File: config.mk
export PLATFORM = sky130hd
export DESIGN_NAME = packed_pixel_unpacker_with_mask_core_flat
export DESIGN_NICKNAME = d
export VERILOG_FILES = /design/src/design/pxu_pkg.sv /design/src/design/pxu_if.sv /design/src/design/pxu_front.sv /design/src/design/pxu_queue.sv /design/src/design/pxu_back.sv /design/src/design/packed_pixel_unpacker_with_mask_core.sv /design/src/flat_wrapper.sv
export SDC_FILE = /design/constraint.sdc
export NUM_CORES = 1
export LEC_CHECK = 0
export ABC_AREA = 1
export BUFFER_PORTS_ARGS = -buffer_cell sky130_fd_sc_hd__buf_4
export CAP_MARGIN = 10
export CORE_MARGIN = 4
export CORE_UTILIZATION = 25
export CTS_CLUSTER_DIAMETER = 150
export DETAILED_ROUTE_END_ITERATION = 10
export GPL_TIMING_DRIVEN = 0
export SLEW_MARGIN = 15
export SYNTH_ARGS = -nofsm -noshare
export SYNTH_HDL_FRONTEND = slang
export SYNTH_SLANG_ARGS = --single-unit
File: constraint.sdc
create_clock -name clk -period 19.3 [get_ports clk]
set_clock_uncertainty 0.05 [all_clocks]
set_input_delay 0.965 -clock clk [delete_from_list [all_inputs] [get_ports clk]]
set_output_delay 0.965 -clock clk [all_outputs]
set_load 0.05 [all_outputs]
File: src/design/pxu_pkg.sv
`timescale 1ns / 1ps
`default_nettype none
package pxu_pkg;

	localparam int ADDRESS_WIDTH_DEFAULT = 32;
	localparam int QUEUE_DEPTH = 4;
	localparam int CFG_INDEX_W = 3;
	localparam int CFG_DATA_W = 16;
	localparam int OUT_ADDR_W = 32;

	localparam logic [7:0] INDEX_MASKED = 8'hFF;
	localparam logic [7:0] INDEX_ONE_SET = 8'd3;
	localparam logic [7:0] INDEX_ONE_CLEAR = 8'd0;
	localparam logic [7:0] MASKED_COLOR_RESET = 8'hFF;

	typedef enum logic [1:0] {
		MODE_1BPP,
		MODE_2BPP,
		MODE_4BPP,
		MODE_8BPP
	} mode_t;

	typedef enum logic [CFG_INDEX_W-1:0] {
		CFG_PIXEL_MODE  = 3'd0,
		CFG_FRAME_WIDTH = 3'd1,
		CFG_FRAME_HEIGHT = 3'd2,
		CFG_ORIGIN_X    = 3'd3,
		CFG_ORIGIN_Y    = 3'd4,
		CFG_ROW_PITCH   = 3'd5,
		CFG_MASK_ENABLE = 3'd6
	} cfg_idx_t;

	typedef struct packed {
		mode_t       pixel_mode;
		logic [15:0] frame_width;
		logic [15:0] frame_height;
		logic [15:0] origin_x;
		logic [15:0] origin_y;
		logic [15:0] row_pitch;
		logic        mask_enable;
	} cfg_t;

	typedef struct packed {
		logic       frame_start;
		logic [7:0] data_byte;
		logic [7:0] mask_byte;
	} in_item_t;

	typedef struct packed {
		logic [OUT_ADDR_W-1:0] pixel_address;
		logic [7:0]            pixel_index;
		logic [7:0]            masked_color;
		logic                  frame_done;
		logic                  last;
	} out_item_t;

	typedef struct packed {
		logic       frame_start;
		logic [7:0] data_byte;
		logic [3:0] mask_bits;
	} job_t;

	typedef struct packed {
		logic                             full;
		logic                             empty;
		logic [$clog2(QUEUE_DEPTH+1)-1:0] count;
	} q_stat_t;

endpackage
`default_nettype wire

File: src/design/pxu_if.sv
`timescale 1ns / 1ps
`default_nettype none
interface pxu_byte_if;
	logic               valid;
	logic               ready;
	pxu_pkg::in_item_t payload;
	modport source(output valid, output payload, input ready);
	modport sink(input valid, input payload, output ready);
endinterface

interface pxu_pixel_if;
	logic                valid;
	logic                ready;
	pxu_pkg::out_item_t payload;
	modport source(output valid, output payload, input ready);
	modport sink(input valid, input payload, output ready);
endinterface
`default_nettype wire

File: src/design/pxu_front.sv
`timescale 1ns / 1ps
`default_nettype none
module pxu_front (
	input  wire logic             clk,
	input  wire logic             arst_n,
	pxu_byte_if.sink              byte_ch,
	input  wire pxu_pkg::mode_t   pixel_mode,
	input  wire logic             mask_enable,
	input  wire logic             q_full,
	output logic                  push,
	output pxu_pkg::job_t         job
);

	logic [1:0] phase_q;
	logic [1:0] phase;
	logic [7:0] mbyte;

	assign byte_ch.ready = !q_full;
	assign push = byte_ch.valid && !q_full;
	assign phase = byte_ch.payload.frame_start ? 2'd0 : phase_q;
	assign mbyte = byte_ch.payload.mask_byte;

	always_comb begin
		job.frame_start = byte_ch.payload.frame_start;
		job.data_byte = byte_ch.payload.data_byte;
		job.mask_bits = 4'd0;
		if (mask_enable) begin
			case (pixel_mode)
				pxu_pkg::MODE_2BPP: begin
					job.mask_bits = phase[0] ? mbyte[3:0] : mbyte[7:4];
				end
				pxu_pkg::MODE_4BPP: begin
					case (phase)
						2'd0: job.mask_bits = {2'b00, mbyte[7:6]};
						2'd1: job.mask_bits = {2'b00, mbyte[5:4]};
						2'd2: job.mask_bits = {2'b00, mbyte[3:2]};
						default: job.mask_bits = {2'b00, mbyte[1:0]};
					endcase
				end
				default: job.mask_bits = 4'd0;
			endcase
		end
	end

	always_ff @(posedge clk or negedge arst_n) begin
		if (!arst_n) begin
			phase_q <= 2'd0;
		end else if (push) begin
			phase_q <= phase + 2'd1;
		end
	end

endmodule
`default_nettype wire

File: src/design/pxu_queue.sv
`timescale 1ns / 1ps
`default_nettype none
module pxu_queue #(
	parameter int DEPTH = pxu_pkg::QUEUE_DEPTH
) (
	input  wire logic            clk,
	input  wire logic            arst_n,
	input  wire logic            push,
	input  wire pxu_pkg::job_t   wr_job,
	input  wire logic            pop,
	output pxu_pkg::job_t        rd_job,
	output pxu_pkg::q_stat_t     stat
);

	localparam int PTR_W = (DEPTH > 1) ? $clog2(DEPTH) : 1;
	localparam int CNT_W = $clog2(DEPTH + 1);

	pxu_pkg::job_t    entries_q [DEPTH];
	logic [PTR_W-1:0] wr_ptr_q;
	logic [PTR_W-1:0] rd_ptr_q;
	logic [CNT_W-1:0] count_q;
	logic             do_push;
	logic             do_pop;

	assign stat.full = (count_q == CNT_W'(DEPTH));
	assign stat.empty = (count_q == '0);
	assign stat.count = count_q;
	assign do_push = push && !stat.full;
	assign do_pop = pop && !stat.empty;
	assign rd_job = entries_q[rd_ptr_q];

	always_ff @(posedge clk) begin
		if (do_push) begin
			entries_q[wr_ptr_q] <= wr_job;
		end
	end

	always_ff @(posedge clk or negedge arst_n) begin
		if (!arst_n) begin
			wr_ptr_q <= '0;
			rd_ptr_q <= '0;
			count_q <= '0;
		end else begin
			if (do_push) begin
				wr_ptr_q <= (wr_ptr_q == PTR_W'(DEPTH - 1)) ? '0 : wr_ptr_q + 1'b1;
			end
			if (do_pop) begin
				rd_ptr_q <= (rd_ptr_q == PTR_W'(DEPTH - 1)) ? '0 : rd_ptr_q + 1'b1;
			end
			if (do_push && !do_pop) begin
				count_q <= count_q + 1'b1;
			end else if (do_pop && !do_push) begin
				count_q <= count_q - 1'b1;
			end
		end
	end

endmodule
`default_nettype wire

File: src/design/pxu_back.sv
`timescale 1ns / 1ps
`default_nettype none
module pxu_back #(
	parameter int ADDRESS_WIDTH = pxu_pkg::ADDRESS_WIDTH_DEFAULT
) (
	input  wire logic            clk,
	input  wire logic            arst_n,
	input  wire pxu_pkg::cfg_t   cfg,
	input  wire pxu_pkg::job_t   job,
	input  wire logic            q_empty,
	output logic                 pop,
	pxu_pixel_if.source          pixel_ch
);

	logic [15:0]         column_q;
	logic [15:0]         row_q;
	logic                finished_q;
	logic [7:0]          lmc_q;
	logic [2:0]          pix_q;
	logic                out_valid_q;
	pxu_pkg::out_item_t out_item_q;

	logic        load_ok;
	logic        start;
	logic [15:0] col_e;
	logic [15:0] row_e;
	logic        fin_e;
	logic [3:0]  count;
	logic [3:0]  shift;
	logic [7:0]  bpp_mask;
	logic [7:0]  color;
	logic [3:0]  mpos;
	logic        hit;
	logic [7:0]  index;
	logic [7:0]  lmc_next;
	logic        col_wrap;
	logic        row_wrap;
	logic        done;
	logic        end_px;
	logic        emit;
	logic [16:0] y_sum;
	logic [16:0] x_sum;
	logic [32:0] prod;
	logic [63:0] addr_full;
	logic [63:0] addr_mask;
	logic [63:0] addr_wrapped;

	assign load_ok = !out_valid_q || pixel_ch.ready;
	assign start = job.frame_start && (pix_q == 3'd0);
	assign col_e = start ? 16'd0 : column_q;
	assign row_e = start ? 16'd0 : row_q;
	assign fin_e = start ? 1'b0 : finished_q;

	always_comb begin
		case (cfg.pixel_mode)
			pxu_pkg::MODE_1BPP: begin
				count = 4'd8;
				bpp_mask = 8'h01;
			end
			pxu_pkg::MODE_2BPP: begin
				count = 4'd4;
				bpp_mask = 8'h03;
			end
			pxu_pkg::MODE_4BPP: begin
				count = 4'd2;
				bpp_mask = 8'h0F;
			end
			default: begin
				count = 4'd1;
				bpp_mask = 8'hFF;
			end
		endcase
	end

	assign shift = 4'd8 - (({1'b0, pix_q} + 4'd1) << cfg.pixel_mode);
	assign color = (job.data_byte >> shift) & bpp_mask;
	assign mpos = count - 4'd1 - {1'b0, pix_q};
	assign hit = job.mask_bits[mpos[1:0]];

	always_comb begin
		lmc_next = lmc_q;
		if (cfg.pixel_mode == pxu_pkg::MODE_1BPP) begin
			index = (color != 8'd0) ? pxu_pkg::INDEX_ONE_SET : pxu_pkg::INDEX_ONE_CLEAR;
		end else if (hit) begin
			index = pxu_pkg::INDEX_MASKED;
			lmc_next = color;
		end else begin
			index = color;
		end
	end

	assign col_wrap = ({1'b0, col_e} + 17'd1) >= {1'b0, cfg.frame_width};
	assign row_wrap = ({1'b0, row_e} + 17'd1) >= {1'b0, cfg.frame_height};
	assign done = col_wrap && row_wrap;
	assign end_px = done || (({1'b0, pix_q} + 4'd1) == count);

	assign y_sum = {1'b0, row_e} + {1'b0, cfg.origin_y};
	assign x_sum = {1'b0, col_e} + {1'b0, cfg.origin_x};
	assign prod = y_sum * cfg.row_pitch;
	assign addr_full = 64'(prod) + 64'(x_sum);
	assign addr_mask = {64{1'b1}} >> (64 - ADDRESS_WIDTH);
	assign addr_wrapped = addr_full & addr_mask;

	assign emit = !q_empty && load_ok && !fin_e;
	assign pop = !q_empty && load_ok && (fin_e || end_px);

	assign pixel_ch.valid = out_valid_q;
	assign pixel_ch.payload = out_item_q;

	always_ff @(posedge clk) begin
		if (emit) begin
			out_item_q.pixel_address <= addr_wrapped[pxu_pkg::OUT_ADDR_W-1:0];
			out_item_q.pixel_index <= index;
			out_item_q.masked_color <= lmc_next;
			out_item_q.frame_done <= done;
			out_item_q.last <= end_px;
		end
	end

	always_ff @(posedge clk or negedge arst_n) begin
		if (!arst_n) begin
			column_q <= 16'd0;
			row_q <= 16'd0;
			finished_q <= 1'b0;
			lmc_q <= pxu_pkg::MASKED_COLOR_RESET;
			pix_q <= 3'd0;
			out_valid_q <= 1'b0;
		end else begin
			if (load_ok) begin
				out_valid_q <= emit;
			end
			if (emit) begin
				column_q <= col_wrap ? 16'd0 : col_e + 16'd1;
				row_q <= (col_wrap && !row_wrap) ? row_e + 16'd1 : row_e;
				finished_q <= done;
				lmc_q <= lmc_next;
				pix_q <= end_px ? 3'd0 : pix_q + 3'd1;
			end
		end
	end

endmodule
`default_nettype wire

File: src/design/packed_pixel_unpacker_with_mask_core.sv
`timescale 1ns / 1ps
`default_nettype none
// Unpacks bytes of 1, 2, 4 or 8 bits per pixel into one 8-bit palette index per
// pixel with its destination address (row + origin_y) * row_pitch + column + origin_x.
// The front stage takes one byte per cycle into a four-entry queue whenever the queue
// has room; the pixel emitter behind it produces one pixel per cycle unless the output
// stalls, so a byte yields 8, 4, 2 or 1 pixels at 1, 2, 4 or 8 bits per pixel (fewer if
// the frame ends in it, none once the frame is done), each offered from a register after
// the queue. Users must write registers only while the block is idle; it is not enforced.
module packed_pixel_unpacker_with_mask_core #(
	parameter int ADDRESS_WIDTH = pxu_pkg::ADDRESS_WIDTH_DEFAULT
) (
	input  wire logic                            clk,
	input  wire logic                            arst_n,
	input  wire logic                            cfg_write,
	input  wire logic [pxu_pkg::CFG_INDEX_W-1:0] cfg_index,
	input  wire logic [pxu_pkg::CFG_DATA_W-1:0]  cfg_data,
	pxu_byte_if.sink                             byte_ch,
	pxu_pixel_if.source                          pixel_ch
);

	pxu_pkg::cfg_t    cfg_q;
	pxu_pkg::job_t    wr_job;
	pxu_pkg::job_t    rd_job;
	pxu_pkg::q_stat_t q_stat;
	logic             push;
	logic             pop;

	always_ff @(posedge clk or negedge arst_n) begin
		if (!arst_n) begin
			cfg_q.pixel_mode <= pxu_pkg::MODE_1BPP;
			cfg_q.frame_width <= 16'd8;
			cfg_q.frame_height <= 16'd8;
			cfg_q.origin_x <= 16'd0;
			cfg_q.origin_y <= 16'd0;
			cfg_q.row_pitch <= 16'd1024;
			cfg_q.mask_enable <= 1'b0;
		end else if (cfg_write) begin
			case (pxu_pkg::cfg_idx_t'(cfg_index))
				pxu_pkg::CFG_PIXEL_MODE: cfg_q.pixel_mode <= pxu_pkg::mode_t'(cfg_data[1:0]);
				pxu_pkg::CFG_FRAME_WIDTH: cfg_q.frame_width <= cfg_data;
				pxu_pkg::CFG_FRAME_HEIGHT: cfg_q.frame_height <= cfg_data;
				pxu_pkg::CFG_ORIGIN_X: cfg_q.origin_x <= cfg_data;
				pxu_pkg::CFG_ORIGIN_Y: cfg_q.origin_y <= cfg_data;
				pxu_pkg::CFG_ROW_PITCH: cfg_q.row_pitch <= cfg_data;
				pxu_pkg::CFG_MASK_ENABLE: cfg_q.mask_enable <= cfg_data[0];
				default: begin
				end
			endcase
		end
	end

	pxu_front u_front (
		.clk         (clk),
		.arst_n      (arst_n),
		.byte_ch     (byte_ch),
		.pixel_mode  (cfg_q.pixel_mode),
		.mask_enable (cfg_q.mask_enable),
		.q_full      (q_stat.full),
		.push        (push),
		.job         (wr_job)
	);

	pxu_queue #(
		.DEPTH (pxu_pkg::QUEUE_DEPTH)
	) u_queue (
		.clk    (clk),
		.arst_n (arst_n),
		.push   (push),
		.wr_job (wr_job),
		.pop    (pop),
		.rd_job (rd_job),
		.stat   (q_stat)
	);

	pxu_back #(
		.ADDRESS_WIDTH (ADDRESS_WIDTH)
	) u_back (
		.clk      (clk),
		.arst_n   (arst_n),
		.cfg      (cfg_q),
		.job      (rd_job),
		.q_empty  (q_stat.empty),
		.pop      (pop),
		.pixel_ch (pixel_ch)
	);

`ifndef NO_ASSERTIONS
	a_no_pop_empty: assert property (@(posedge clk) disable iff (!arst_n)
		!(pop && q_stat.empty))
		else $error("queue popped while empty");

	a_count_bound: assert property (@(posedge clk) disable iff (!arst_n)
		q_stat.count <= pxu_pkg::QUEUE_DEPTH)
		else $error("queue count beyond depth");

	a_done_is_last: assert property (@(posedge clk) disable iff (!arst_n)
		pixel_ch.valid && pixel_ch.payload.frame_done |-> pixel_ch.payload.last)
		else $error("frame end beat without last");

	a_masked_color_range: assert property (@(posedge clk) disable iff (!arst_n)
		pixel_ch.valid && (cfg_q.pixel_mode == pxu_pkg::MODE_2BPP
			|| cfg_q.pixel_mode == pxu_pkg::MODE_4BPP)
			&& pixel_ch.payload.pixel_index == pxu_pkg::INDEX_MASKED
		|-> pixel_ch.payload.masked_color <= 8'd15)
		else $error("masked beat carries an out of range color");
`endif

endmodule
`default_nettype wire
File: src/flat_wrapper.sv
// flat-port wrapper written by rule: the top's interface ports become plain ports
module packed_pixel_unpacker_with_mask_core_flat 
#(
	parameter int ADDRESS_WIDTH = pxu_pkg::ADDRESS_WIDTH_DEFAULT
)
  (clk, arst_n, cfg_write, cfg_index, cfg_data, byte_ch_valid, byte_ch_payload, byte_ch_ready, pixel_ch_valid, pixel_ch_payload, pixel_ch_ready);
  pxu_byte_if byte_ch_i ();
  pxu_pixel_if pixel_ch_i ();
  input  wire logic clk;
  input  wire logic arst_n;
  input  wire logic cfg_write;
  input  wire logic [pxu_pkg::CFG_INDEX_W-1:0] cfg_index;
  input  wire logic [pxu_pkg::CFG_DATA_W-1:0] cfg_data;
  input wire logic [$bits(byte_ch_i.valid)-1:0] byte_ch_valid;
  input wire logic [$bits(byte_ch_i.payload)-1:0] byte_ch_payload;
  output wire logic [$bits(byte_ch_i.ready)-1:0] byte_ch_ready;
  output wire logic [$bits(pixel_ch_i.valid)-1:0] pixel_ch_valid;
  output wire logic [$bits(pixel_ch_i.payload)-1:0] pixel_ch_payload;
  input wire logic [$bits(pixel_ch_i.ready)-1:0] pixel_ch_ready;
  assign byte_ch_i.valid = byte_ch_valid;
  assign byte_ch_i.payload = byte_ch_payload;
  assign byte_ch_ready = byte_ch_i.ready;
  assign pixel_ch_valid = pixel_ch_i.valid;
  assign pixel_ch_payload = pixel_ch_i.payload;
  assign pixel_ch_i.ready = pixel_ch_ready;
  packed_pixel_unpacker_with_mask_core #(.ADDRESS_WIDTH(ADDRESS_WIDTH)) u_core (.clk(clk), .arst_n(arst_n), .cfg_write(cfg_write), .cfg_index(cfg_index), .cfg_data(cfg_data), .byte_ch(byte_ch_i), .pixel_ch(pixel_ch_i));
endmodule
# Yosys cells after proc, flatten, opt, wreduce, memory -nomap -nowiden
# Memory sizes are Yosys's and may differ from the RTL's.
# Cells that the tools add are included.
[totals]
memories = 1
regBits = 187
output_inout_bits = 52
wordCells = 122
rom_bits = 0
ram_bits = 52
latchBits = 0
[classes]
n_addsub = 17
reduce_logical = 35
eq_ne = 14
mux = 26
bitwise_logic = 1
n_lt_le_gt_ge = 3
multipliers = 1
div_mod_pow = 0
n_shift = 2
[mem_list]
columns = ["name", "depth", "width", "rd", "rd_ports_with_merged_regs", "wr", "line", "rtl"]
rows = [
  ["u_core.u_queue.entries_q", 4, 13, 1, 0, 1, "pxu_queue.sv:18", "pxu_pkg::job_t entries_q [DEPTH];"],
]
[op_table]
columns = ["op", "n"]
rows = [
  ["$mux W16", 4],
  ["$add A16 B1 Y17 const B", 2],
  ["$add A16 B16 Y17", 2],
  ["$ge A17 B16 Y1", 2],
  ["$add A16 B1 Y16 const B", 2],
  ["$add A32 B17 Y32", 1],
  ["$mul A17 B16 Y32", 1],
  ["$mux W8", 4],
  ["$pmux W8 S3", 1],
  ["$reduce_and A2 Y1", 7],
  ["$eq A3 B3 Y1 const B", 4],
  ["$pmux W4 S3", 1],
  ["$logic_and A1 B1 Y1", 11],
  ["$logic_not A3 Y1", 3],
  ["$mux W3", 3],
  ["$and A8 B8 Y8", 1],
  ["$eq A2 B2 Y1 const B", 4],
  ["$mux W2", 4],
  ["$mux W4", 2],
  ["$pmux W4 S2", 1],
  ["$reduce_bool A8 Y1", 1],
  ["$shr A8 B4 Y8", 1],
  ["$logic_not A1 Y1", 7],
  ["$add A2 B1 Y2 const B", 3],
  ["18 further kinds", 27],
]

# Depth between registers and ports, before layout
# Gate-level depths: netlist of run 1.
[logic_depth]
depth_word = 13
ltp_mapped = 45
mapped_depth_nobuf = 43

# By module
# A second synthesis of run 1 with hierarchy kept.
[hier_totals]
cells_unflattened = 2783
area_unflattened_um2 = 22937.0
[by_module_without_submodules]
columns = ["module", "cells_each", "area_per_inst_um2", "seq_area_each_um2", "n_inst"]
rows = [
  ["pxu_back", 2129, 16625.9, 2637.5, 1],
  ["packed_pixel_unpacker_with_mask_core", 372, 3280.6, 2080.7, 1],
  ["pxu_queue", 212, 2613.8, 1736.7, 1],
  ["pxu_front", 70, 416.6, 50.0, 1],
]

# Worst setup path after synthesis of run 1
# Ideal clock, no wire load.
[synth_path]
kind = "reg-to-reg"
start = "register u_core.u_back.pix_q[0]"
end = "register u_core.u_back.out_item_q (netlist bit u_core.u_back.pixel_ch.payload[39]) (data pin)"
arrival_time_ns = 7.681
n_path_buf = 4
setup_slack_ns = 11.304
synth_period_minus_slack_ns = 7.996
stages_incl_launch_ff = 41
setup_time_ns = 0.265
cell_sequence = "dfrtp_1 -> inv_1 -> ha_1 -> inv_1 -> nor2_1 -> nand3_4 -> buf_12 -> buf_6 -> buf_6 -> nand2_1 -> inv_1 -> ha_1 -> ha_1 -> inv_1 -> nand2_1 -> nand2_1 -> nand2_1 -> nand2_1 -> (+5 left out) -> fa_1 -> inv_1 -> fa_1 -> fa_1 -> inv_1 -> fa_1 -> fa_1 -> inv_1 -> fa_1 -> inv_1 -> ha_1 -> nand2_1 -> nor4_1 -> a21oi_1 -> o21ai_0 -> a31oi_1 -> o21ai_0 -> xor2_1"
[synth_between]
elab_chain_cells = 6
word_cells_on_any_way = 8
classes_between = "3 x add/sub; 1 x mul; 2 x mux; 2 x reduce/logical"
[synth_lines]
columns = ["item", "line", "rtl"]
rows = [
  ["start, declared", "pxu_back.sv:19", "logic [2:0] pix_q;"],
  ["start signal, assigned", "pxu_back.sv:137", "pix_q <= end_px ? 3'd0 : pix_q + 3'd1;"],
  ["$logic_not A3 Y1 (*)", "pxu_back.sv:49", "assign start = job.frame_start && (pix_q == 3'd0);"],
  ["$logic_and A1 B1 Y1 (*)", "pxu_back.sv:49", ""],
  ["$mux W16", "pxu_back.sv:51", "assign row_e = start ? 16'd0 : row_q;"],
  ["$add A16 B16 Y17", "pxu_back.sv:97", "assign y_sum = {1'b0, row_e} + {1'b0, cfg.origin_y};"],
  ["$mul A17 B16 Y32", "pxu_back.sv:99", "assign prod = y_sum * cfg.row_pitch;"],
  ["$add A32 B17 Y32 (*)", "pxu_back.sv:100", "assign addr_full = 64'(prod) + 64'(x_sum);"],
  ["net u_core.u_back.addr_full[21]", "pxu_back.sv:44", "logic [63:0] addr_full;"],
  ["end, declared", "pxu_back.sv:21", "pxu_pkg::out_item_t out_item_q;"],
]
# Mark *: on every way through the listed nets, which the timed path passes. The rest lies on a longest branch.
# A chain may end at the register's enable or synchronous reset.

# Final worst setup path of run 1
# Ends and elaborated chain as after synthesis.

==> results of run 1 <==
==> worst paths after layout <==
check | end | slack (ns)
worst max-delay path | u_core.u_back.pixel_ch.payload[39]$_DFFE_PP_ | 9.68
worst min-delay path | u_core.u_back.row_q[1]$_DFFE_PN0P_ | 0.23
worst max register to register | u_core.u_back.pixel_ch.payload[39]$_DFFE_PP_ | 9.68
worst min register to register | u_core.u_back.lmc_q[4]$_DFFE_PN1P_ | 0.42
max in group asynchronous | u_core.cfg_q[11]$_DFFE_PN1P_ | 18.18
min in group clk | u_core.u_back.lmc_q[4]$_DFFE_PN1P_ | 0.42
==> metrics by stage <==
| step | instances | setup WS, ns | hold slack, ns | cell area, um^2 |
|---|---|---|---|---|
| floorplan | 2624 | 11.30 | 0.397 | 22400 |
| global placement | 3881 | 9.24 | 0.406 | 24500 |
| detailed placement | 3883 | 9.66 | 0.409 | 24600 |
| CTS | 3941 | 9.67 | 0.237 | 25700 |
| global route | 3942 | 9.11 | 0.254 | 25700 |
| finish | 3942 | 9.68 | 0.234 | 25700 |
==> cell usage in the layout (no fill, tap or decap), types with 15 or more instances in the layout <==
master       n
o21ai_0    164
a21oi_1     63
clkbuf_1    54
clkbuf_16   33
dfrtp_1    126
ha_1       165
nor2_2      16
inv_1      525
inv_2       15
buf_4       95
nand3_1    139
xnor2_1     17
edfxtp_1   102
nor2_1     218
fa_1       240
nand2_1    536
xor2_1      44
nand2_2     22
==> layer usage <==
| metal | track usage [%] | part of all wire (%) |
|---|---|---|
| met3 | 2.27 | 6.6 |
| met1 | 17.4 | 43 |
| met2 | 22.6 | 46 |
| met5 | 0 | 0.029 |
| met4 | 4.62 | 4.0 |
==> logic make-up after synthesis <==
kind of cell             after synthesis
AND/OR/NAND/NOR                     1007
adder cells (fa/ha/maj)              405
XOR/XNOR                              62
flip-flops                           239
buffers and inverters                616
AO/OA/AOI/OAI                        295
==> synthesized netlist by cell type, drive strengths merged, types with 2 or more instances <==
cell    count
nand3b     12
nor2      239
inv       541
o22ai       9
a21oi      66
ha        165
nand4      14
dfstp      11
xor2       45
dfrtp     126
clkinv      5
o21bai      2
o211ai      9
a31oi       8
a211oi      4
edfxtp    102
a22oi       2
o22a        2
nand2     565
a21o        5
xnor2      17
nor4        4
a21boi      6
a22o        4
buf        20
o21ai     171
nand3     154
fa        240
nor3       13
or2         4
o21a        4
clkbuf     50
==> registers in the layout (all words and copies together), names as in the netlist <==
| name | cells |
|---|---|
| u_core.u_back.lmc_q | 8 |
| u_core.u_back.column_q | 16 |
| u_core.u_queue.rd_ptr_q | 2 |
| u_core.u_back.row_q | 16 |
| u_core.cfg_q | 83 |
| u_core.u_queue.entries_q | 52 |
| u_core.u_back.finished_q | 1 |
| u_core.u_back.pix_q | 3 |
| u_core.u_back.pixel_ch.payload | 50 |
| u_core.u_back.pixel_ch.valid | 1 |
| u_core.u_queue.count_q | 3 |
| u_core.u_queue.wr_ptr_q | 2 |
| u_core.u_front.phase_q | 2 |
==> final cells by class <==
cell class                      instances  area, um^2  share of cell area (%)
Multi-Input combinational cell       1769       13500                    52.5
Sequential cell                       239        6500                    25.3
Inverter                              546        2050                    7.98
Tap cell                             1165        1460                    5.67
Clock buffer                           39         868                    3.38
Timing Repair Buffer                   94         746                    2.90
Buffer                                 70         350                    1.36
Clock inverter                         19         233                   0.905
Antenna cell                            1        2.50                 0.00973
==> results.yml, run 1 <==
drt:
  drt-pass1-iter-count: 7
  drc: 0
  num_vias: 17533
  drt-initial-drc-count: 1303
  wl_per_cell_um: 15.9
  viasPerCell: 4.45
  drt-total-wl_um: 62900
  drt.antenna.violating_nets: 0
cts:
  cts_tree: "yes"
  cts_setup_buffers: 0
  clk_path_buf_depth: 3
  h-tree-depth: 1
  path_clk_slew_ns: 0.06
  cts-resized-gates: 0
  cts_made_buffers: 31
  cts.sinks: 239
  ctsHoldBuffers: 0
  cts-root-buf: "clkbuf_16"
  clock_latency_ns: 0.63
grt:
  grt_pass1_wl_um: 99400
  grt_pass1_vias: 17747
  grt_antenna_before_repair: 8
  overflow: 0
  grt_max_degree: 84
  grt.total_usage_pct: 13.4
floorplan:
  die-height_um: 307
  row_count: 109
  die_width_um: 307
  initial_core_util_pct: 25.3
  io_pins: 93
  die-area_mm2: 0.0944
  core_mm2: 0.0886
synth:
  dominantRegCellSynth: "dfrtp_1"
  yosys.area.top_type: "fa_1"
  synth-compound-area-share_pct: 7.33
  async_reset_ff_share_pct: 57.3
  syn_inst: 2624
  syn_avg_cell_area_um2: 8.53
  yosys.area_share.simple_pct: 19.7
  synth-edff-count: 102
  synth_nets: 3070
  muxShareOfSynthArea_pct: 0
  synth_fa_ha_area_share_pct: 30.7
  synth_area_leaders: "fa_1 21%, dfrtp_1 14%, edfxtp_1 14%"
  syn_area_mm2: 0.0224
  synth_top_family_by_area: "adder cells"
  ys_seq_elements: 239
  ys_warn_count: 0
  synth-seq-area-share_pct: 29.1
  synth_cell_types: 60
  yosys.area.top_type_share_pct: 21.5
  synth_xor_area_share_pct: 2.51
timing:
  timing.fmax_mhz: 104
  worst_pin_slew_ns: 1.19
  post-route-period-util_pct: 49.9
  slew_headroom_pct: 19.7
  min_period_ns: 9.62
  setup_viol: 0
  slew_violations: 0
  rsz0062_at_grt: "false"
  hold_violations: 0
  tns_ns: 0
finish:
  postLayoutCoreUtil_pct: 29.0
  drive_gt1_share_pct: 9.91
  nFillCells: 9478
  area_delta_synth_final_pct: 14.9
  fin_nets: 3197
setup_path:
  setup.worst_path.start: "u_core.u_back.pix_q[0]$_DFFE_PN0P_"
  cp.arrival_ns: 9.95
  cp.depth: 38
  crit_slowest_cell: "nor4_1"
  max_stage_delay_ns: 0.73
  startpoint_type: "register"
  path_buf_inv: 11
  critical_path_class: "reg2reg"
  rr_worst_depth: 38
  required_ns: 19.62
  end_kind: "register"
  r2r_start: "u_core.u_back.pix_q[0]$_DFFE_PN0P_"
  cp_max_fo: 10
  cp_common_cell: "inv_1"
  crit_family: "adder cells"
placement:
  finalWeightedCongestion: 0.910
  dp_hpwl_um: 49500
  io_buffers: 92
run_status:
  status: "finished clean"
flow_run:
  cap_violations: 0
hold_path:
  hp-class: "in2async"
Power of run 1 is not shown: default switching activity piles up to over one toggle a cycle in this logic, so the estimate is an artifact.
==> run 2: changes to the inputs <==
==> constraint.sdc (replaced) <==
create_clock -name clk -period 8 [get_ports clk]
set_clock_uncertainty 0.05 [all_clocks]
set_input_delay 0.4 -clock clk [delete_from_list [all_inputs] [get_ports clk]]
set_output_delay 0.4 -clock clk [all_outputs]
set_load 0.05 [all_outputs]
==> run 2 against run 1 <==
Utilization is 2.6 points higher. Non-clock buffer count rose by 139. Register-to-register slack lost 9.5 ns. Largest cell class unchanged. Highest routed layer unchanged.
==> results.yml, run 2 (same netlist as run 1, synthesis figures left out) <==
finish:
  drive_gt1_share_pct: 20.0
  largest_register_ffs: 83
  layout_commonest_cell: "nand2_1"
  mostFrequentLayoutCells: "494 x nand2_1, 484 x inv_1, 229 x fa_1"
  fin_cells: 4081
  regMostFlops: "u_core.cfg_q"
  fin_nets: 3336
  finalInstanceArea_mm2: 0.0280
  reg_top3: "u_core.cfg_q x83, u_core.u_queue.entries_q x52, u_core.u_back.pixel_ch.payload x50"
  area_delta_synth_final_pct: 25.1
cts:
  clk_path_buf_depth: 3
  clock_latency_ns: 0.63
  cts_made_buffers: 31
  cts_tree: "yes"
  h-tree-depth: 1
  cts.sinks: 239
  path_clk_slew_ns: 0.06
  cts-root-buf: "clkbuf_16"
setup_path:
  critical_path_class: "reg2reg"
  cp_common_cell: "nand2_4"
  max_stage_delay_ns: 0.56
  startpoint_type: "register"
  r2r_slack_ns: 0.16
  cp-endpoint: "u_core.u_back.pixel_ch.payload[46]$_DFFE_PP_"
  r2r-end: "u_core.u_back.pixel_ch.payload[46]$_DFFE_PP_"
  cp_max_fo: 10
  r2r_start: "u_core.u_back.pix_q[1]$_DFFE_PN0P_"
  cp.arrival_ns: 8.17
  rr_worst_depth: 39
  crit_slowest_cell: "fa_1"
  setup.worst_path.start: "u_core.u_back.pix_q[1]$_DFFE_PN0P_"
  required_ns: 8.32
  end_kind: "register"
timing:
  min_period_ns: 7.84
  slew_headroom_pct: 44.3
  post-route-period-util_pct: 98.0
  setup_viol: 0
  hold_violations: 0
  timing.fmax_mhz: 128
  slew_violations: 0
  rsz0062_at_grt: "true"
  setup_ws_ns: 0.158
  worst_pin_slew_ns: 0.835
floorplan:
  initial_core_util_pct: 25.3
  io_pins: 93
  die-height_um: 307
  core_mm2: 0.0886
  die_width_um: 307
  die-area_mm2: 0.0944
  row_count: 109
grt:
  grt_antenna_before_repair: 8
  grt.total_usage_pct: 13.6
  grt_pass1_vias: 18166
  grt_pass1_wl_um: 101000
  overflow: 0
  grt_max_degree: 84
drt:
  drt-initial-drc-count: 1465
  drc: 0
  num_vias: 18317
  drt-total-wl_um: 65700
  viasPerCell: 4.49
  wl_per_cell_um: 16.1
  drt-pass1-iter-count: 8
  drt.antenna.violating_nets: 0
flow_run:
  cap_violations: 0
placement:
  finalWeightedCongestion: 0.910
  place_area_mm2: 0.0246
  post-place-ws_ns: -1.64
  io_buffers: 92
  dp_hpwl_um: 49500
  place_inst: 3883
hold_path:
  hp-class: "in2reg"
run_status:
  status: "finished clean"
run 2: worst min-delay path by stage:
| stage | to | cells past startpoint | slack (ns) | startpoint |
|---|---|---|---|---|
| 2_1_floorplan | u_core.cfg_q[0]$_DFFE_PN0P_ | 0 | 0.05 | arst_n |
| 3_3_place_gp | u_core.u_back.lmc_q[1]$_DFFE_PN1P_ | 2 | 0.41 | u_core.u_back.lmc_q[1]$_DFFE_PN1P_ |
| 3_5_place_dp | u_core.u_back.pixel_ch.valid$_DFFE_PN0N_ | 1 | 0.32 | arst_n |
| 4_1_cts | u_core.cfg_q[0]$_DFFE_PN0P_ | 4 | 0.09 | cfg_index[0] |
| 5_1_grt | u_core.cfg_q[0]$_DFFE_PN0P_ | 3 | 0.15 | cfg_index[0] |
| 6_report | u_core.cfg_q[0]$_DFFE_PN0P_ | 4 | 0.12 | cfg_index[0] |
run 2: final cells by class:
| cell class | count | area [um^2] |
|---|---|---|
| Fill cell | 9238 | 60600 |
| Timing Repair Buffer | 233 | 1940 |
| Clock inverter | 19 | 233 |
| Buffer | 70 | 393 |
| Inverter | 546 | 2080 |
| Sequential cell | 239 | 6510 |
| Tap cell | 1165 | 1460 |
| Multi-Input combinational cell | 1769 | 14500 |
| Antenna cell | 1 | 2.50 |
| Clock buffer | 39 | 868 |
run 2: per-stage QoR:
| stage | TNS (ns) | util [%] | hold WS (ns) |
|---|---|---|---|
| after floorplan | 0 | - | 0.0544 |
| after global placement | -23.00 | 27.7 | 0.406 |
| after detailed placement | -21.78 | 27.8 | 0.319 |
| after CTS | -0.00158 | 30.1 | 0.0927 |
| after global routing | -0.214 | 31.6 | 0.150 |
| final | 0 | 31.6 | 0.121 |
run 2: critical path, delay by kind of cell (launching register included):
family / cells / cell delay [ns]
fa+ha+maj: 9 / 3.89
xor+xnor: 1 / 0.14
flops: 1 / 0.40
buf+inv: 12 / 1.13
compound gates: 1 / 0.10
simple gates: 16 / 1.90
run 2: what timing repair did:
| item | CTS | global route |
|---|---|---|
| hold buffers | 11 | 0 |
| resized for setup | 111 | 190 |
| buffers inserted | 42 | 85 |
| endpoints found under the setup margin | 21 | 19 |
| cloned | 0 | 1 |
| pin swaps | 35 | 150 |
| endpoints found under the hold margin | 81 | 0 |
run 2: per-layer routing:
metal	vias to the layer above	wire length, um	track usage (%)
met5	-	18	0
met4	2	3000	4.89
met3	149	4450	2.39
met2	632	30700	22.9
met1	8837	27600	17.6
li1	8697	-	-
Power of run 2 is left out for the same reason.
==> run 3: changes to the inputs <==
--- a/config.mk
+++ b/config.mk
@@ -8,11 +8,14 @@
 export ABC_AREA = 1
 export BUFFER_PORTS_ARGS = -buffer_cell sky130_fd_sc_hd__buf_4
 export CAP_MARGIN = 10
+export CELL_PAD_IN_SITES_DETAIL_PLACEMENT = 1
+export CELL_PAD_IN_SITES_GLOBAL_PLACEMENT = 2
 export CORE_MARGIN = 4
 export CORE_UTILIZATION = 25
 export CTS_CLUSTER_DIAMETER = 150
 export DETAILED_ROUTE_END_ITERATION = 10
 export GPL_TIMING_DRIVEN = 0
+export PLACE_DENSITY_LB_ADDON = 0.1
 export SLEW_MARGIN = 15
 export SYNTH_ARGS = -nofsm -noshare
 export SYNTH_HDL_FRONTEND = slang
==> run 3 against run 2 <==
Cell area rose by 1.0%. Critical path depth rose by 3. Sequential share of layout area fell by 0.24 points. Cell count rose by 0.25%. Register-to-register slack improved by 0.02 ns.
==> results.yml, run 3 (same netlist as run 1, synthesis figures left out) <==
floorplan:
  die-height_um: 307
  io_pins: 93
  core_mm2: 0.0886
  initial_core_util_pct: 25.3
  die_width_um: 307
  row_count: 109
  die-area_mm2: 0.0944
finish:
  nFillCells: 10343
  area_delta_synth_final_pct: 26.4
  regMostFlops: "u_core.cfg_q"
  largest_register_ffs: 83
  fin_nets: 3343
  mostFrequentLayoutCells: "487 x nand2_1, 484 x inv_1, 223 x fa_1"
  reg_top3: "u_core.cfg_q x83, u_core.u_queue.entries_q x52, u_core.u_back.pixel_ch.payload x50"
  drive_gt1_share_pct: 21.1
  layout_commonest_cell: "nand2_1"
timing:
  post-route-period-util_pct: 97.8
  timing.fmax_mhz: 128
  rsz0062_at_grt: "true"
  slew_headroom_pct: 47.0
  hold_violations: 0
  setup_ws_ns: 0.179
  slew_violations: 0
  worst_pin_slew_ns: 0.796
  tns_ns: 0
  min_period_ns: 7.82
  setup_viol: 0
hold_path:
  hold_path_depth: 1
  hold_start: "byte_ch_payload[16]"
  hp-class: "in2reg"
  hold_path_end: "u_core.u_queue.entries_q[1][12]$_DFFE_PP_"
cts:
  path_clk_slew_ns: 0.06
  cts_made_buffers: 35
  clk_path_buf_depth: 3
  cts.sinks: 239
  clock_latency_ns: 0.57
  cts_tree: "yes"
  cts-root-buf: "clkbuf_16"
  h-tree-depth: 2
drt:
  wl_per_cell_um: 19.5
  drt-total-wl_um: 79700
  viasPerCell: 4.42
  drc: 0
  num_vias: 18070
  drt-initial-drc-count: 707
  drt-pass1-iter-count: 5
  drt.antenna.violating_nets: 0
placement:
  io_buffers: 92
  dp_hpwl_um: 63400
  post-place-ws_ns: -2.06
  finalWeightedCongestion: 0.801
setup_path:
  cp.arrival_ns: 8.09
  cp_max_fo: 7
  r2r_start: "u_core.u_back.pix_q[0]$_DFFE_PN0P_"
  cp_common_cell: "inv_2"
  r2r-end: "u_core.u_back.pixel_ch.payload[47]$_DFFE_PP_"
  crit_slowest_cell: "fa_1"
  path_buf_inv: 14
  rr_worst_depth: 42
  end_kind: "register"
  startpoint_type: "register"
  critical_path_class: "reg2reg"
  required_ns: 8.27
  r2r_slack_ns: 0.18
  crit_family: "adder cells"
  max_stage_delay_ns: 0.57
grt:
  grt_pass1_wl_um: 122000
  grt_pass1_vias: 19888
  grt.total_usage_pct: 16.9
  use_met1_pct: 23.2
  top_usage_layer: "met2"
  grt_max_degree: 74
  grt_antenna_before_repair: 6
  overflow: 0
  met2_usage_pct: 28.7
  grt.met3_usage_pct: 1.83
flow_run:
  cap_violations: 0
run_status:
  status: "finished clean"
-- run 3: cell count changes in the layout (fill, tap and decap cells not counted), sizes merged --
cell and change:
inv -2, clkbuf +7, dlygate4sd3 -1, diode +1, clkinv -2, buf +5
bufinv -1, nand2 +1, clkinvlp +2
-- run 3: worst reg2reg max path: cells and delay by family, from the launching register on --
| family | cells | cell delay, ns |
|---|---|---|
| AOI/OAI and AO/OA | 3 | 0.41 |
| xor gates and xnor gates | 2 | 0.34 |
| adders and majority gates | 10 | 3.74 |
| buffers and inverters | 14 | 1.36 |
| DFF | 1 | 0.39 |
| and+or+nand+nor | 13 | 1.29 |
-- run 3: worst max path at each step --
stage / startpoint / end / slack [ns] / depth (start not counted)
floorplan: u_core.u_back.pix_q[0]$_DFFE_PN0P_ / u_core.u_back.pixel_ch.payload[39]$_DFFE_PP_ / 0.004 / 40
global placement: u_core.u_back.pix_q[0]$_DFFE_PN0P_ / u_core.u_back.pixel_ch.payload[46]$_DFFE_PP_ / -2.51 / 39
detailed placement: u_core.u_back.pix_q[0]$_DFFE_PN0P_ / u_core.u_back.pixel_ch.payload[46]$_DFFE_PP_ / -2.06 / 39
CTS: u_core.u_back.pix_q[0]$_DFFE_PN0P_ / u_core.u_back.pixel_ch.payload[46]$_DFFE_PP_ / -0.003 / 41
global route: u_core.u_back.pix_q[0]$_DFFE_PN0P_ / u_core.u_back.pixel_ch.payload[46]$_DFFE_PP_ / -0.14 / 37
finish: u_core.u_back.pix_q[0]$_DFFE_PN0P_ / u_core.u_back.pixel_ch.payload[47]$_DFFE_PP_ / 0.18 / 42
-- run 3: cell type report --
type | count | area, um^2 | area share [%]
Multi-Input combinational cell | 1770 | 14700 | 51.8
Sequential cell | 239 | 6510 | 23.0
Inverter | 546 | 2090 | 7.37
Timing Repair Buffer | 236 | 1980 | 6.99
Tap cell | 1165 | 1460 | 5.15
Clock buffer | 48 | 1020 | 3.59
Buffer | 69 | 402 | 1.42
Clock inverter | 16 | 190 | 0.672
Antenna cell | 2 | 5.00 | 0.0177
-- run 3: what timing repair did --
action / in CTS / in global routing
gates cloned: 1 / 0
setup endpoints to repair: 23 / 20
endpoints found under the hold margin: 103 / 0
hold buffers: 10 / 0
gates resized for setup: 219 / 114
pin swaps: 100 / 87
buffers inserted: 80 / 48
-- run 3: through the flow --
step | hold slack, ns | instances | util [%] | cell area (um^2)
floorplan | 0.0544 | 2624 | - | 22400
global placement | 0.408 | 3881 | 27.7 | 24500
finish | 0.0508 | 4091 | 31.9 | 28300
detailed placement | 0.396 | 3887 | 27.8 | 24700
CTS | 0.0109 | 4041 | 31.1 | 27500
global route | 0.0263 | 4089 | 31.9 | 28300
-- run 3: per-layer routing --
| layer | vias to the layer above | wire length [um] |
|---|---|---|
| met1 | 9057 | 38200 |
| met5 | - | 0 |
| met4 | 0 | 1840 |
| li1 | 8720 | - |
| met3 | 86 | 1830 |
| met2 | 207 | 37800 |
Power of run 3 is left out for the same reason.
